### config.mk
export PLATFORM = sky130hd
export DESIGN_NAME = wsp_div
export DESIGN_NICKNAME = d
export VERILOG_FILES = /design/src/wsp_div.sv
export SDC_FILE = /design/constraint.sdc
export NUM_CORES = 2
export LEC_CHECK = 0
export ABC_CLOCK_PERIOD_IN_PS = 4200
export BUFFER_PORTS_ARGS = -buffer_cell sky130_fd_sc_hd__clkbuf_2
export CORE_UTILIZATION = 56
export CTS_CLUSTER_DIAMETER = 150
export DETAILED_ROUTE_END_ITERATION = 7
export GPL_TIMING_DRIVEN = 0
export PLACE_DENSITY = 0.72
export SYNTH_ARGS = -nofsm -noshare
export SYNTH_HDL_FRONTEND = slang
export SYNTH_SLANG_ARGS = --single-unit
### constraint.sdc
create_clock -name clk -period 4.2 [get_ports clk]
set_clock_uncertainty 0.15 [all_clocks]
set_input_delay 0.42 -clock clk [delete_from_list [all_inputs] [get_ports clk]]
set_output_delay 0.42 -clock clk [all_outputs]
set_load 0.05 [all_outputs]
### src/wsp_div.sv
// ----------------------------------------------------------------------------
// wsp_div: pipelined unsigned restoring divider
// One quotient bit per stage, NUM_W stages, a new word every cycle.
// ----------------------------------------------------------------------------
module wsp_div #(
  parameter int NUM_W = 33,
  parameter int DEN_W = 19
) (
  input  logic             clk,
  input  logic [NUM_W-1:0] num,
  input  logic [DEN_W-1:0] den,
  output logic [NUM_W-1:0] quo
);

  logic [DEN_W-1:0] rem_s [NUM_W+1];
  logic [NUM_W-1:0] num_s [NUM_W+1];
  logic [NUM_W-1:0] quo_s [NUM_W+1];
  logic [DEN_W-1:0] den_s [NUM_W+1];

  assign rem_s[0] = '0;
  assign num_s[0] = num;
  assign quo_s[0] = '0;
  assign den_s[0] = den;

  for (genvar i = 0; i < NUM_W; i++) begin : g_step
    logic [DEN_W:0] trial;
    logic [DEN_W:0] diff;
    logic           take;

    assign trial = {rem_s[i], num_s[i][NUM_W-1]};
    assign diff  = trial - {1'b0, den_s[i]};
    assign take  = (trial >= {1'b0, den_s[i]});

    always_ff @(posedge clk) begin
      rem_s[i+1] <= take ? diff[DEN_W-1:0] : trial[DEN_W-1:0];
      num_s[i+1] <= num_s[i] << 1;
      quo_s[i+1] <= {quo_s[i][NUM_W-2:0], take};
      den_s[i+1] <= den_s[i];
    end
  end

  assign quo = quo_s[NUM_W];

endmodule

# Word level (Yosys, flattened, before mapping)
# Cells that the tools add are included.
[word_totals]
input_bits = 53
ramBits = 0
romBits = 0
out_inout_bits = 33
latchBits = 0
mem_count = 0
reg_bits = 2305
wordCells = 227
[op_classes]
mul = 0
n_lt_le_gt_ge = 33
n_div = 0
bitwise_logic = 0
reduce_logical = 0
shifts = 0
eq_ne = 0
n_addsub = 32
muxes = 32
[op_table]
columns = ["cell", "n"]
rows = [
  ["20-bit by 19-bit greater-or-equal comparator with 1-bit output", 32],
  ["19-bit two-way mux", 31],
  ["19-bit subtractor", 31],
  ["1-bit by 19-bit greater-or-equal comparator with 1-bit output", 1],
  ["1-bit by 19-bit subtractor with 19-bit output", 1],
  ["1-bit two-way mux", 1],
]

# Longest topological paths before layout
[depth]
depth_word = 2
ltp_mapped = 14

# Least setup slack after synthesis
# No wires, ideal clock.
[synth_timing]
kind = "register to register"
startpoint = "register den_s[251] (netlist name)"
endpoint = "register rem_s, in the netlist g_step[21].trial[12]"
setup_slack_ns = 0.918
synth_period_minus_slack_ns = 3.282
path_buffers = 1
t_arrival_ns = 3.011
required_ns = 3.929
setup_ns = 0.121
path_stages_with_launch = 13
path_cell_list = "dfxtp_1 inv_1 ha_1 and2_4 o21ai_2 o211ai_2 a31oi_4 o21ai_2 a221o_2 or3_4 a311oi_4 buf_6 mux2_2"
[synth_via]
elab_chain_len = 2
word_cells_on_any_way = 3
[synth_rtl]
columns = ["item", "line_no", "source"]
rows = [
  ["start: declaration", "18", "logic [DEN_W-1:0] den_s [NUM_W+1];"],
  ["start signal: indexed assignment", "38", "den_s[i+1] <= den_s[i];"],
  ["19-bit subtractor / 20-bit by 19-bit greater-or-equal comparator with 1-bit output (equally long branches)", "31, 32", ""],
  ["19-bit two-way mux (*)", "35", "rem_s[i+1] <= take ? diff[DEN_W-1:0] : trial[DEN_W-1:0];"],
  ["end signal: indexed assignment", "35", ""],
  ["end: declaration", "15", "logic [DEN_W-1:0] rem_s [NUM_W+1];"],
]
# Mark *: on every way between the ends. The rest lies on a longest branch, timed or not.
# A chain may end at the register's enable or synchronous reset.

# Final worst setup path
[layout_timing]
startpoint = "register num_s, in the netlist g_step[5].trial[0]"
endpoint = "register quo_s[891] (netlist name)"
[layout_via]
elab_chain_len = 1
[layout_rtl]
columns = ["item", "line_no", "source"]
rows = [
  ["start: declaration", "16", "logic [NUM_W-1:0] num_s [NUM_W+1];"],
  ["start signal: indexed assignment", "36", "num_s[i+1] <= num_s[i] << 1;"],
  ["20-bit by 19-bit greater-or-equal comparator with 1-bit output", "32", "assign take = (trial >= {1'b0, den_s[i]});"],
  ["named net g_step[5].take", "28", "logic take;"],
  ["end signal: indexed assignment", "37", "quo_s[i+1] <= {quo_s[i][NUM_W-2:0], take};"],
  ["end: declaration", "17", "logic [NUM_W-1:0] quo_s [NUM_W+1];"],
]
# The timed path passes the listed nets, and every way through them passes these cells.

==> run_results.csv <==
group,metric,value,unit
layout,fin_nets,8743,
power_and_ir_drop,combPwrFrac,29.2,%
drt,wire_per_inst,15.8,µm
synth,ys_ff_latch,2305,
synth,async_reset_ff_share,0,%
clocking,cts_sinks,2305,
clocking,cts_tree,"yes",
synth,synth.avg_cell_area,10.7,µm²
power_and_ir_drop,switching_share,30.7,%
sta,rsz0062_at_grt,"no",
sta,hold_viol,0,
layout,areaGrowthSynthToFinish,13.6,%
worst_setup_path,cp.arrival,4.48,ns
synth,synth_top_area_share,56.0,%
worst_setup_path,end_kind,"flip-flop",
hold_path,holdCritPathClass,"primary input to flip-flop",
sta,whs,0.0718,ns
sta,fin_crit_sh,95.2,%
synth,synthesis.nets,8390,
placement,postPlaceCellArea,0.0853,mm²
power_and_ir_drop,seqPwrFrac,40.2,%
sta,fin_crit,4.00,ns
drt,routed_wl,161000,µm
status,status,"finished, final reports clean",
worst_setup_path,worstPathMaxFanout,10,
power_and_ir_drop,power_per_cell_area,713,mW/mm²
synth,yosys_most_used_dff,"dfxtp_1",
floorplan,core_region_area,0.146,mm²
synth,synth_edf_count,0,
drt,drt-initial-drc-count,2961,
clocking,root_buffer,"clkbuf_16",
worst_setup_path,critPathMaxStageDelay,0.58,ns
synth,synth_cell_type_count,94,
synth,ys_seq_area_share,56.0,%
clocking,cts_setup_buffers,0,
sta,setup_tns,0,ns
sta,slew_headroom,30.0,%
worst_setup_path,slowest_stage,"nor2_1",
clocking,cts_buffers,215,
global_routing,antenna_found_initial,0,
sta,worst_pin_slew,1.04,ns
global_routing,grt_usage,21.5,%
drt,antenna_left,0,
drt,drt_first_pass_iters,5,
floorplan,die_w,386,µm
worst_setup_path,critical_path.cell_chain,"inv_1, ha_1, fa_1, nor2b_1, o2111ai_1, a31oi_1, a31oi_1, o21ai_0, a211o_1, nor2_1, clkbuf_1, inv_1",
clocking,clockBufferDepth,3,
worst_setup_path,crit_path_start_kind,"flip-flop",
placement,dp_slack,-0.0411,ns
drt,drt-met1-wl,72300,µm
layout,final_cells,10200,
synth,syn_inst,7696,
synth,synth_warnings,0,
synth,post-synth-top-area-cell,"dfxtp_1",
worst_setup_path,rrSetupSlack,0.20,ns
drt,routed.top_layer,"met4",
global_routing,grt_pass1_vias,52600,
drt,route.met3.wl,7260,µm
global_routing,grt_pass1_wl,260000,µm
floorplan,io_pins,86,
placement,port_buffers,85,
synth,synth_area,0.0824,mm²
clocking,clk_latency,0.83,ns
sta,setup_slack,0.204,ns
sta,setup_viol,0,
power_and_ir_drop,p_int,46300,µW
placement,gp_congestion,0.913,
power_and_ir_drop,clock_power_share,30.6,%
worst_setup_path,path_class,"flip-flop to flip-flop",
floorplan,die_area,0.149,mm²
job,drv_cap,0,
synth,synthTopCellsByCount,"dfxtp_1 (2305), inv_1 (779), ha_1 (610)",
power_and_ir_drop,p_switching,20500,µW
power_and_ir_drop,leakagePower,0.0429,µW
global_routing,grt_max_degree,18,
sta,drv_slew,0,
drt,vias,53300,
placement,dp_hpwl,120000,µm
sta,max_clock_freq,250,MHz
power_and_ir_drop,vdd_drop_max,384,µV
layout,antenna_cells,0,
drt,wl_met2,76100,µm
global_routing,grt-ovfl-total,0,
placement,dp.cells,9698,
clocking,ctsHtreeMaxLevel,4,
floorplan,fp.dieH,386,µm
worst_setup_path,required,4.69,ns
clocking,clk_pin_slew_worst_paths,0.06,ns
layout,stdcell_area,0.0937,mm²
synth,ys_top_cells_by_area,"dfxtp_1 (56%), ha_1 (9.3%), inv_1 (3.5%)",
synth,synth_most_common_cell,"dfxtp_1",
floorplan,rows,140,
drt,avgViaCountPerCell,5.25,
drt,drc_errors,0,
layout,drive_gt1_share,10.3,%
floorplan,start_util,56.5,%
[routing by layer]
layer / vias to the layer above / global-route usage, %
li1: 27000 / -
met1: 24900 / 27.4
met2: 1113 / 36.8
met3: 321 / 3.47
met4: 0 / 7.71
met5: - / 0
[final cells by class]
cell class                      count  area, µm²
Buffer                            142        703
Clock buffer                      292       6200
Clock inverter                    113       1630
Fill cell                       11500      52300
Inverter                          781       2930
Multi-Input combinational cell   4467      32700
Sequential cell                  2305      46100
Tap cell                         1917       2400
Timing Repair Buffer              137        946
[critical path, delay by kind of cell (launching register included)]
family          cells  cell delay, ns
compound gates      5            1.41
simple gates        2            0.65
flops               1            0.35
buf+inv             3            0.81
fa+ha+maj           2            0.42
[through the flow]
stage	power, µW	utilization [%]
CTS	67300	64.2
floorplan	42200	-
global route	70800	64.2
finish	66800	64.2
detailed placement	46500	58.4
global placement	46100	58.4
[path summary, 6_finish.rpt]
kind | end | cells after the start | start
max | quo_s[891]$_DFF_P_ | 12 | g_step[5].trial[0]$_DFF_P_
min | num_s[1069]$_DFF_P_ | 2 | num[12]
max reg2reg | quo_s[891]$_DFF_P_ | 12 | g_step[5].trial[0]$_DFF_P_
min reg2reg | quo_s[729]$_DFF_P_ | 0 | quo_s[761]$_DFF_P_
[power by group through the flow]
stage	Combinational [µW]	Sequential, µW	Clock [µW]
6_report	19500	26900	20400
5_1_grt	21800	27200	21900
4_1_cts	19400	26900	21000
3_5_place_dp	19100	27400	0
3_3_place_gp	18800	27300	0
2_1_floorplan	15500	26600	0
[placed cells by master (no fill, tap or decap), types with 51 or more instances in the layout]
cell type and n:
clkbuf_1 112, clkbuf_2 87, dfxtp_1 2305, xnor2_1 255, nand2_1 450, ha_1 610, inv_1 779, o21ai_0 435
a31oi_1 51, clkbuf_16 217, dlygate4sd3_1 52, o21a_1 90, nor3_1 113, a21o_1 181, nand3_1 94, nand2b_1 69
mux2_2 250, nand4_1 68, xor2_1 186, nor2b_1 87, nor2_1 362, a21oi_1 450
[state kept, by name, summed over array words and instances (netlist names)]
signal and count:
den_s 608, num_s 496, quo 33, quo_s 528, g_step.trial 640
[logic make-up (layout without fill, tap and decap cells)]
family	count (synthesis)	count (layout)	share of synthesized area, %
xor gates and xnor gates	441	441	4.68
buffers and inverters	924	1465	4.41
and+or+nand+nor	1489	1489	8.73
DFF	2305	2305	56.0
AOI/OAI and AO/OA	1602	1602	12.2
muxes	294	294	3.95
adders and majority gates	641	641	10.0
[timing repair]
| item | in CTS | in global routing |
|---|---|---|
| setup endpoints to repair | 10 | 56 |
| hold buffers | 52 | 0 |
| gates cloned | 0 | 0 |
| hold endpoints to repair | 61 | 0 |
| gates resized for setup | 2 | 6 |
Power figures use the tool's default switching activity.
